$ cat config.mk
export PLATFORM = sky130hd
export DESIGN_NAME = ase_cell
export DESIGN_NICKNAME = d
export VERILOG_FILES = /design/src/ase_pkg.sv /design/src/ase_cell.sv
export SDC_FILE = /design/constraint.sdc
export NUM_CORES = 1
export LEC_CHECK = 0
export ABC_AREA = 0
export BUFFER_PORTS_ARGS = -buffer_cell sky130_fd_sc_hd__buf_2
export CAP_MARGIN = 10
export CORE_MARGIN = 3
export CORE_UTILIZATION = 41
export CTS_CLUSTER_SIZE = 10
export DETAILED_ROUTE_END_ITERATION = 10
export PLACE_DENSITY_LB_ADDON = 0.3
export SLEW_MARGIN = 20
export SYNTH_ARGS = -nofsm -noshare
export SYNTH_HDL_FRONTEND = slang
export SYNTH_SLANG_ARGS = --single-unit
$ cat constraint.sdc
create_clock -name clk_i -period 2.68 [get_ports clk_i]
set_clock_uncertainty 0.15 [all_clocks]
set_input_delay 0.268 -clock clk_i [delete_from_list [all_inputs] [get_ports clk_i]]
set_output_delay 0.268 -clock clk_i [all_outputs]
set_load 0.1 [all_outputs]
$ cat src/ase_pkg.sv
// Shared types and constants for the ascending sort engine.
package ase_pkg;

  // Number of cells in the chain, one stored value per cell.
  localparam int unsigned Capacity = 128;
  // Count width wide enough to hold Capacity itself.
  localparam int unsigned CntW = $clog2(Capacity + 1);

  typedef enum logic {
    ACT_LOAD   = 1'b0,
    ACT_UNLOAD = 1'b1
  } action_e;

  typedef enum logic [1:0] {
    ST_OK    = 2'd0,
    ST_FULL  = 2'd1,
    ST_EMPTY = 2'd2
  } status_e;

  // One request as presented on the input channel.
  typedef struct packed {
    action_e            action;
    logic signed [15:0] load_value;
  } ase_req_t;

  // One result as presented on the output channel.
  typedef struct packed {
    logic signed [15:0] out_value;
    logic               last_flag;
    status_e            status;
  } ase_res_t;

  // Control broadcast to every cell in the chain.
  typedef struct packed {
    logic               load;
    logic               unload;
    logic signed [15:0] value;
  } ase_cell_ctl_t;

endpackage

$ cat src/ase_cell.sv
// One cell of the sorting chain: holds a single value and shifts with its neighbours.
module ase_cell (
  input  logic                  clk_i,
  input  ase_pkg::ase_cell_ctl_t ctl_i,
  input  logic                  occupied_i,
  input  logic signed [15:0]    prev_value_i,
  input  logic                  prev_gt_i,
  input  logic signed [15:0]    next_value_i,
  output logic signed [15:0]    value_o,
  output logic                  gt_o
);

  logic signed [15:0] value_q, value_d;

  // An empty cell counts as larger than any new value, so the insertion point
  // is the first cell that is empty or holds a strictly larger value.
  assign gt_o    = !occupied_i || (value_q > ctl_i.value);
  assign value_o = value_q;

  // On a load, cells at and above the insertion point move up by one and the
  // cell at the insertion point takes the new value. On an unload, all move down.
  always_comb begin
    value_d = value_q;
    if (ctl_i.load && gt_o) begin
      value_d = prev_gt_i ? prev_value_i : ctl_i.value;
    end else if (ctl_i.unload) begin
      value_d = next_value_i;
    end
  end

  always_ff @(posedge clk_i) begin
    value_q <= value_d;
  end

endmodule

# Yosys cells after proc, flatten, opt, wreduce, memory -nomap -nowiden

Cells that the tools add are included.

Order comparisons: 1
Multiplexer cells: 3
Reductions and logical operators: 4

Operator list:

| kind                           | number |
|---|---|
| 2-to-1 mux 16 bit              | 3 |
| greater-than comparator 16 bit | 1 |
| nonzero test 2 bit             | 1 |
| logical AND 1 bit              | 1 |
| zero test 1 bit                | 1 |
| logical OR 1 bit               | 1 |

Register bits after elaboration: 16
Input bits: 53
Output and inout bits: 17
Logic and storage cells: 9

# Logic depth before layout (Yosys ltp)

Gate-level depths: netlist of run 1.

Depth after elaboration: 4
Gate-level depth with buffers: 9
Depth with buffers taken out: 8

# Least setup slack after synthesis of run 1

No wires, ideal clock.

Path kind: flip-flop to output port
From: register value_q[15] (netlist: value_o[15])
To: output port gt_o
Data arrival time: 4270 ps
Data required time: 2262 ps
Slack: -2008 ps
Cell stages (with the launch flop): 7
Cells stage by stage: edfxtp_1 -> ha_1 -> and4_1 -> a221oi_1 -> nand2_1 -> xor2_1 -> o21ai_0

Longest elaborated chain between the ends: 2

RTL lines:

| item                           | line           | text |
|---|---|---|
| start: declaration             | ase_cell.sv:13 | `logic signed [15:0] value_q, value_d;` |
| start signal: assignment       | ase_cell.sv:32 | `value_q <= value_d;` |
| greater-than comparator 16 bit | ase_cell.sv:17 | `assign gt_o = !occupied_i \|\| (value_q > ctl_i.value);` |
| logical OR 1 bit               | ase_cell.sv:17 |  |
| end: declaration               | ase_cell.sv:10 | `output logic gt_o` |

No other way between the ends.

# Final worst setup path of run 1

From: register value_q[11] (netlist: value_o[11])
To: register value_q[2] (netlist: value_o[2]), data pin

Longest elaborated chain between the ends: 4

RTL lines:

| item                           | line           | text |
|---|---|---|
| greater-than comparator 16 bit | ase_cell.sv:17 |  |
| logical OR 1 bit               | ase_cell.sv:17 |  |
| logical AND 1 bit              | ase_cell.sv:24 | `if (ctl_i.load && gt_o) begin` |
| 2-to-1 mux 16 bit              | ase_cell.sv:24 |  |
| named net value_d[2]           | ase_cell.sv:13 |  |

The timed path passes the listed nets, and every way through them passes these cells.
A chain may end at the register's enable or synchronous reset.

==> impl_metrics.toml, run 1 <==
[outcome]
status = "completed"

[synthesis]
synthArstFlopShare_pct = 0
ys_seq_elements = 16
yosysMostFrequentCell = "nand2_1"
ys_types = 27
synth_area_leader_cell = "edfxtp_1"
synth_top_area_share_pct = 35.29
yosys_warnings = 0
synth-main-ff-cell = "edfxtp_1"
synth_edf_count = 16
ys_seq_area_share_pct = 35.29
synth_commonest_cells = "nand2_1 (22), inv_1 (18), o21ai_0 (17)"
avgSynthCellArea_um2 = 10.08
syn_area_mm2 = 0.001361
syn_inst = 135
synth_area_leaders = "edfxtp_1 (35%), ha_1 (15%), mux2_4 (9.9%)"
syn_nets = 204

[sta]
final_max_slew_viol_count = 0
worstMarginPinSlew_ns = 0.5007
max_freq_ghz = 0.3742
slew_headroom_pct = 66.85
hold_viol_final = 0
rsz0062_at_grt = "yes"
period_share_pct = 99.71
fin_tns_setup_ns = 0
min_period_ns = 2.672
fin_hold_ws_ns = 0.1227
setup_viol = 0

[route]
antenna_left = 0
num_vias = 1253
wl_per_cell_um = 14.22
drtIter0Drc = 26
drt-vias-per-instance = 4.914
drt-total-wl_mm = 3.625
drc = 0
first_pass_iters = 4

[worst_setup_path]
reg2reg_depth = 9
endpoint_kind = "flip-flop"
slowest_stage = "edfxtp_1"
cp_max_fo = 7
critPathKind = "reg2reg"
worst_ep_arrival_time_ns = 2.57
cp_cell_sequence = "ha_4 > nand2_1 > o21ai_2 > a221oi_2 > buf_4 > or3b_4 > nand4_4 > buf_12 > mux2_2"
rr_startpoint = "value_o[11]"
slowest_delay_ns = 0.44
required_ns = 2.58
rrSetupSlack_ns = 0.008
rr_endpoint = "value_o[2]"
startpoint = "value_o[11]"
endpoint = "value_o[2]"
cp.depth = 9
crit_family = "simple AND/OR/NAND/NOR gates"
cp-start-kind = "flip-flop"
path_buf_inv = 2

[finish]
largest_register_ffs = 16
drive_gt1_share_pct = 55.45
syn_to_final_growth_pct = 47.15
finalNonFillerCells = 255
antennaDiodeCount = 0
n_fill_cell = 271
final_nets = 282
fin_area_mm2 = 0.002003

[floorplanning]
core_mm2 = 0.003103
num_rows = 20
start_util_pct = 43.87
die_w_um = 63.62
ios = 70
die_y_um = 63.62
die-area_mm2 = 0.004048

[cts]
insertion_delay_ns = 0.28
root_buffer = "clkbuf_4"
numCtsBuffers = 3
clkTransAtPathRegs_ns = 0.10
numClockSinks = 16
postCtsHoldBufs = 0
ctsLongestPathBuffers = 2
cts_tree = "yes"
cts_max_level = 1

[pwr]
ir_drop_uv = 379.9
p_per_area_mw_per_mm2 = 754.5
p_int_mw = 0.7328
p_switching_mw = 0.7785
leakage_nw = 0.9674
power_mw = 1.511
p_sw_share_pct = 51.51
pwr-share-clk_pct = 8.8
pwr-share-comb_pct = 65.6
p_seq_share_pct = 25.6

[place]
place.gp.congestion = 0.6978
dpl_cell_area_mm2 = 0.001805
dp.cells = 244
dp_hpwl_mm = 2.635
portBuffers = 69

[flow_run]
max_cap_violations = 0

[grt]
grt_pass1_wl_mm = 5.292
grt-ovfl-total = 0
grtUsageTotal_pct = 16.19
grt_pass1_vias = 1181
grt_max_degree = 32
antenna_found_initial = 0

[hold_path]
hp-class = "in2reg"
-- cell type report --
class                      count  area [um2]  area share (%)
multi-input combinational     98       922.1           46.03
timing repair buffer          76       455.4           22.74
tap                           44       55.05           2.748
sequential                    16       480.5           23.99
inverter                      18       67.56           3.373
clock buffer                   3       22.52           1.124
-- power by group through the flow --
stage,registers (mW),logic (mW),clock network [mW]
after global placement,0.384,0.863,0
after floorplan,0.768,0.336,0
after CTS,0.382,0.911,0.134
after global routing,0.395,1.04,0.142
final,0.387,0.992,0.133
after detailed placement,0.388,0.872,0
-- worst min-delay path by stage --
stage / from / to / slack (ns) / cells past startpoint
3_5_place_dp: next_value_i[9] / value_o[9] / 0.42 / 2
2_1_floorplan: next_value_i[10] / value_o[10] / 0.34 / 1
4_1_cts: next_value_i[9] / value_o[9] / 0.12 / 2
3_3_place_gp: next_value_i[6] / value_o[6] / 0.42 / 2
6_report: next_value_i[14] / value_o[14] / 0.12 / 2
5_1_grt: next_value_i[9] / value_o[9] / 0.11 / 2
-- logic make-up (layout without fill, tap and decap cells) --
group           count (synthesis)  count (layout)  synth area share, %
compound gates                 27              27                11.03
xor+xnor                        1               1               0.6435
fa+ha+maj                      16              16                14.71
buf+inv                        22              97                7.261
flops                          16              16                35.29
mux                            17              17                16.54
simple gates                   36              37                14.52
-- worst register-to-register path, stage by stage (launching register included) --
cell and delay [ns]:
edfxtp_1 0.44, ha_4 0.30, nand2_1 0.10, o21ai_2 0.17, a221oi_2 0.10, buf_4 0.14, or3b_4 0.40, nand4_4 0.16
buf_12 0.14, mux2_2 0.33
-- layout by cell type, fill, tap and decap left out, drive strengths merged --
cell / netlist / routed
a211oi: 1 / 1
a21oi: 6 / 6
a221oi: 1 / 1
and4: 1 / 1
buf: 1 / 75
clkbuf: 3 / 4
edfxtp: 16 / 16
ha: 16 / 16
inv: 18 / 18
mux2: 17 / 17
nand2: 22 / 22
nand2b: 1 / 1
nand3: 1 / 1
nand3b: 1 / 1
nand4: 4 / 4
nor2: 1 / 1
nor3: 1 / 1
o21ai: 18 / 18
o221ai: 1 / 1
or2: 1 / 2
or2b: 1 / 1
or3b: 2 / 2
xor2: 1 / 1
-- routing by layer --
| metal | track usage [%] | part of all wire [%] | vias up |
|---|---|---|---|
| li1 | - | - | 636 |
| met1 | 19.82 | 40 | 563 |
| met2 | 29.47 | 53 | 46 |
| met3 | 1.961 | 5.2 | 8 |
| met4 | 4.582 | 2.3 | 0 |
| met5 | 0 | 0 | - |
-- what timing repair did --
item / 4_1_cts / 5_1_grt
resized for setup: 1 / 9
setup buffers: 2 / 4
hold endpoints to repair: 0 / 0
pin swaps: 2 / 11
setup endpoints to repair: 23 / 33
cloned: 1 / 1
-- per-stage QoR --
| stage | util, % | setup slack (ns) |
|---|---|---|
| final | 64.56 | 0.007764 |
| after global routing | 64.56 | -0.07369 |
| after CTS | 60.48 | 0.02181 |
| after detailed placement | 58.19 | -0.05754 |
| after global placement | 58.19 | 0.01844 |
| after floorplan | - | -0.3981 |
Power figures use the tool's default switching activity.
==> run 2, diff against run 1 <==
CORE_UTILIZATION = 49   (was 41)
clock period = 3.4 ns   (was 2.68 ns; I/O delays follow)
==> impl_metrics.toml, run 2 (same netlist as run 1, synthesis figures left out) <==
[worst_setup_path]
path_buf_inv = 1
cp_cell_sequence = "ha_1 > a21oi_1 > o21ai_0 > a221oi_1 > nand2_1 > xor2_1 > o21ai_4 > buf_2"
startpoint = "value_o[9]"
reg2reg_depth = 7
cp_max_fo = 3
slowest_stage = "a221oi_1"
critPathKind = "reg2out"
slowest_delay_ns = 0.48
crit_family = "compound AO/OA/AOI/OAI gates"
cp.depth = 8
worst_ep_arrival_time_ns = 2.73
required_ns = 2.91
rr_startpoint = "value_o[9]"
endpoint_kind = "output pin"
rrSetupSlack_ns = 0.43
rr_endpoint = "value_o[2]"
endpoint = "gt_o"
cp-start-kind = "flip-flop"

[floorplanning]
die_w_um = 58.71
start_util_pct = 53.02
die-area_mm2 = 0.003447
num_rows = 18
die_y_um = 58.71
core_mm2 = 0.002567
ios = 70

[outcome]
status = "completed"

[place]
portBuffers = 69
dp.cells = 231
dp_hpwl_mm = 2.652
place.gp.congestion = 0.7237

[finish]
final_common_cell = "buf_2"
antennaDiodeCount = 0
final_nets = 275
largest_register_ffs = 16
syn_to_final_growth_pct = 28.86
final_cell_mix = "buf_2 (69), nand2_1 (22), inv_1 (18)"
drive_gt1_share_pct = 47.55
finish.utilization_pct = 68.32
n_fill_cell = 225
finalNonFillerCells = 234

[route]
antenna_left = 0
wl_per_cell_um = 13.57
drc = 0
num_vias = 1218
drt-vias-per-instance = 5.205
drtIter0Drc = 34
first_pass_iters = 4
drt-total-wl_mm = 3.175

[grt]
grt-ovfl-total = 0
antenna_found_initial = 0
grt_pass1_vias = 1216
grt_max_degree = 32
grt_pass1_wl_mm = 5.154
grtUsageTotal_pct = 19.56

[hold_path]
hp-class = "in2reg"

[cts]
clkTransAtPathRegs_ns = 0.10
cts_max_level = 1
numClockSinks = 16
cts_tree = "yes"
ctsLongestPathBuffers = 2
postCtsHoldBufs = 0
cts_resized = 0
numCtsBuffers = 3
postCtsSetupBuffers = 0
root_buffer = "clkbuf_4"
insertion_delay_ns = 0.29

[sta]
setup_viol = 0
slew_headroom_pct = 67.56
max_freq_ghz = 0.3102
hold_viol_final = 0
rsz0062_at_grt = "no"
period_share_pct = 94.82
final_max_slew_viol_count = 0
fin_tns_setup_ns = 0
worstMarginPinSlew_ns = 0.4899
min_period_ns = 3.224

[flow_run]
max_cap_violations = 0

[pwr]
leakage_nw = 0.9045
p_per_area_mw_per_mm2 = 605.3
ir_drop_uv = 375.0
==> run 2: changes by cell type in the layout (fill, tap and decap cells not counted), sizes merged <==
| cell | before | now |
|---|---|---|
| or2 | 2 | 1 |
| buf | 75 | 70 |
| clkbuf | 4 | 3 |
==> run 2: worst min-delay path by stage <==
| stage | start | to | slack (ns) | cells past startpoint |
|---|---|---|---|---|
| 6_report | next_value_i[6] | value_o[6] | 0.19 | 2 |
| 5_1_grt | next_value_i[6] | value_o[6] | 0.19 | 2 |
| 4_1_cts | next_value_i[6] | value_o[6] | 0.19 | 2 |
| 3_5_place_dp | next_value_i[6] | value_o[6] | 0.49 | 2 |
| 3_3_place_gp | next_value_i[9] | value_o[9] | 0.49 | 2 |
| 2_1_floorplan | next_value_i[10] | value_o[10] | 0.41 | 1 |
==> run 2: cell type report <==
| type | instances | area [um2] | area share [%] |
|---|---|---|---|
| multi-input cells | 97 | 793.3 | 45.22 |
| flip-flops and latches | 16 | 480.5 | 27.39 |
| repair buffers | 70 | 352.8 | 20.11 |
| inverters | 18 | 67.56 | 3.852 |
| well taps | 30 | 37.54 | 2.140 |
| clock buffers | 3 | 22.52 | 1.284 |
==> run 2: layer usage <==
metal  vias to the layer above  track usage [%]  share of wire (%)
met5                         -                0                  0
met3                         5            3.728                6.2
met1                       552            22.39                 42
met4                         0            7.443                1.3
li1                        617                -                  -
met2                        44            35.73                 51
==> run 2: report_power, final <==
part           switching (mW)  total (mW)  leakage (nW)  internal, mW
Sequential             0.0228       0.298         0.163         0.275
Clock                  0.0644       0.106        0.0138        0.0413
Combinational           0.485       0.658         0.727         0.173
==> run 2: stage by stage <==
stage               setup WS [ns]  cell area (um2)  power (mW)  hold slack (ns)
floorplan                 0.08852             1373      0.8501           0.4080
global placement           0.4809             1732      0.9448           0.4919
detailed placement         0.3993             1732      0.9619           0.4937
CTS                        0.2053             1754       1.065           0.1860
global route              0.03572             1754       1.113           0.1874
finish                     0.1761             1754       1.062           0.1885
==> run 3, diff against run 2 <==
CORE_UTILIZATION = 41   (was 49)
clock period = 2.8 ns   (was 3.4 ns; I/O delays follow)
==> impl_metrics.toml, run 3 (same netlist as run 1, synthesis figures left out) <==
[worst_setup_path]
cp_max_fo = 7
reg2reg_depth = 9
cp-start-kind = "flip-flop"
required_ns = 2.71
startpoint = "value_o[11]"
rrSetupSlack_ns = 0.09
critPathKind = "reg2reg"
worst_ep_arrival_time_ns = 2.62
rr_startpoint = "value_o[11]"
endpoint_kind = "flip-flop"
rr_endpoint = "value_o[1]"

[cts]
root_buffer = "clkbuf_4"
cts_tree = "yes"
numCtsBuffers = 3
insertion_delay_ns = 0.29
clkTransAtPathRegs_ns = 0.10
numClockSinks = 16
ctsLongestPathBuffers = 2
cts_max_level = 1
postCtsHoldBufs = 0

[route]
drc = 0
first_pass_iters = 4
drt-total-wl_mm = 3.470
drtIter0Drc = 32
wl_per_cell_um = 13.61
drt-vias-per-instance = 4.933
num_vias = 1258
antenna_left = 0

[finish]
final_cell_mix = "buf_2 (68), nand2_1 (22), inv_1 (18), edfxtp_1 (16), o21ai_0 (15)"
n_fill_cell = 270
largest_register_ffs = 16
regArea_um2 = 480.5
syn_to_final_growth_pct = 40.26
multi_input_area_um2 = 854.6
fin_area_mm2 = 0.001909
final_nets = 281
antennaDiodeCount = 0
drive_gt1_share_pct = 51.18
final_common_cell = "buf_2"

[floorplanning]
die-area_mm2 = 0.004048
start_util_pct = 43.87
die_w_um = 63.62
core_mm2 = 0.003103
ios = 70
die_y_um = 63.62
num_rows = 20

[flow_run]
max_cap_violations = 0

[sta]
setup_viol = 0
worstMarginPinSlew_ns = 0.4956
min_period_ns = 2.712
max_freq_ghz = 0.3687
period_share_pct = 96.86
hold_viol_final = 0
rsz0062_at_grt = "yes"
final_max_slew_viol_count = 0
slew_headroom_pct = 67.18

[hold_path]
hold_path_depth = 2
holdCritStartpoint = "next_value_i[7]"
hold-path-endpoint = "value_o[7]"
hp-class = "in2reg"

[pwr]
p_per_area_mw_per_mm2 = 728.5
leakage_nw = 0.9506
power_mw = 1.391
ir_drop_uv = 333.4

[grt]
antenna_found_initial = 0
grt-ovfl-total = 0
grt_pass1_wl_mm = 5.526
grt_max_degree = 32
grt_pass1_vias = 1256
grtUsageTotal_pct = 17.03

[place]
place.gp.congestion = 0.7034
dpl_cell_area_mm2 = 0.001805
dp_hpwl_mm = 2.755
portBuffers = 69

[outcome]
status = "completed"
run 3: cell types whose count changed in the layout (fill, tap and decap cells not counted), sizes merged:
cell    delta
clkinv     +1
buf        +6
run 3: what timing repair did:
action / CTS / global route
buffers inserted: 0 / 7
pin swaps: 1 / 2
gates resized for setup: 0 / 1
endpoints found under the setup margin: 16 / 33
gates cloned: 0 / 0
run 3: power breakdown:
part           internal, mW  leakage, nW  switching [mW]
Sequential            0.334        0.163          0.0333
Combinational         0.280        0.772           0.610
Clock                0.0519       0.0154          0.0817
run 3: cell type report:
cell class                 instances  share of cell area, %
inverter                          18                  3.539
multi-input combinational         97                  44.76
clock buffer                       3                  1.180
sequential                        16                  25.16
clock inverter                     1                 0.1966
timing repair buffer              76                  22.28
tap                               44                  2.883
run 3: through the flow:
step | hold WS (ns) | utilization (%) | setup slack, ns | setup TNS (ns) | cells
3_5_place_dp | 0.4364 | 58.19 | 0.01460 | 0 | 244
4_1_cts | 0.1251 | 59.03 | 0.02829 | 0 | 248
5_1_grt | 0.1143 | 61.53 | -0.01143 | -0.03324 | 255
2_1_floorplan | 0.3480 | - | -0.2781 | -8.330 | 135
6_report | 0.1280 | 61.53 | 0.08803 | 0 | 255
3_3_place_gp | 0.4339 | 58.19 | 0.1057 | 0 | 244
run 3: how the worst max path moves through the flow:
stage | end | slack [ns] | cells past startpoint
after global placement | value_o[1] | 0.11 | 7
after global routing | value_o[15] | -0.01 | 9
after CTS | value_o[15] | 0.03 | 7
final | value_o[1] | 0.09 | 9
after floorplan | value_o[10] | -0.28 | 8
after detailed placement | value_o[2] | 0.01 | 9
run 3: routing by layer:
metal	share of wire, %	GRT usage, %	vias up
met2	52	30.90	37
li1	-	-	635
met4	1.4	5.660	0
met5	0	0	-
met1	42	20.09	581
met3	5.0	2.852	5
run 3: critical path, cell delays in order (launching register included):
cell and delay, ns:
edfxtp_1 0.45, ha_4 0.30, nand2_1 0.08, o21ai_1 0.19
a221oi_2 0.10, buf_4 0.15, or3b_4 0.40, nand4_4 0.16
buf_4 0.17, mux2_2 0.33
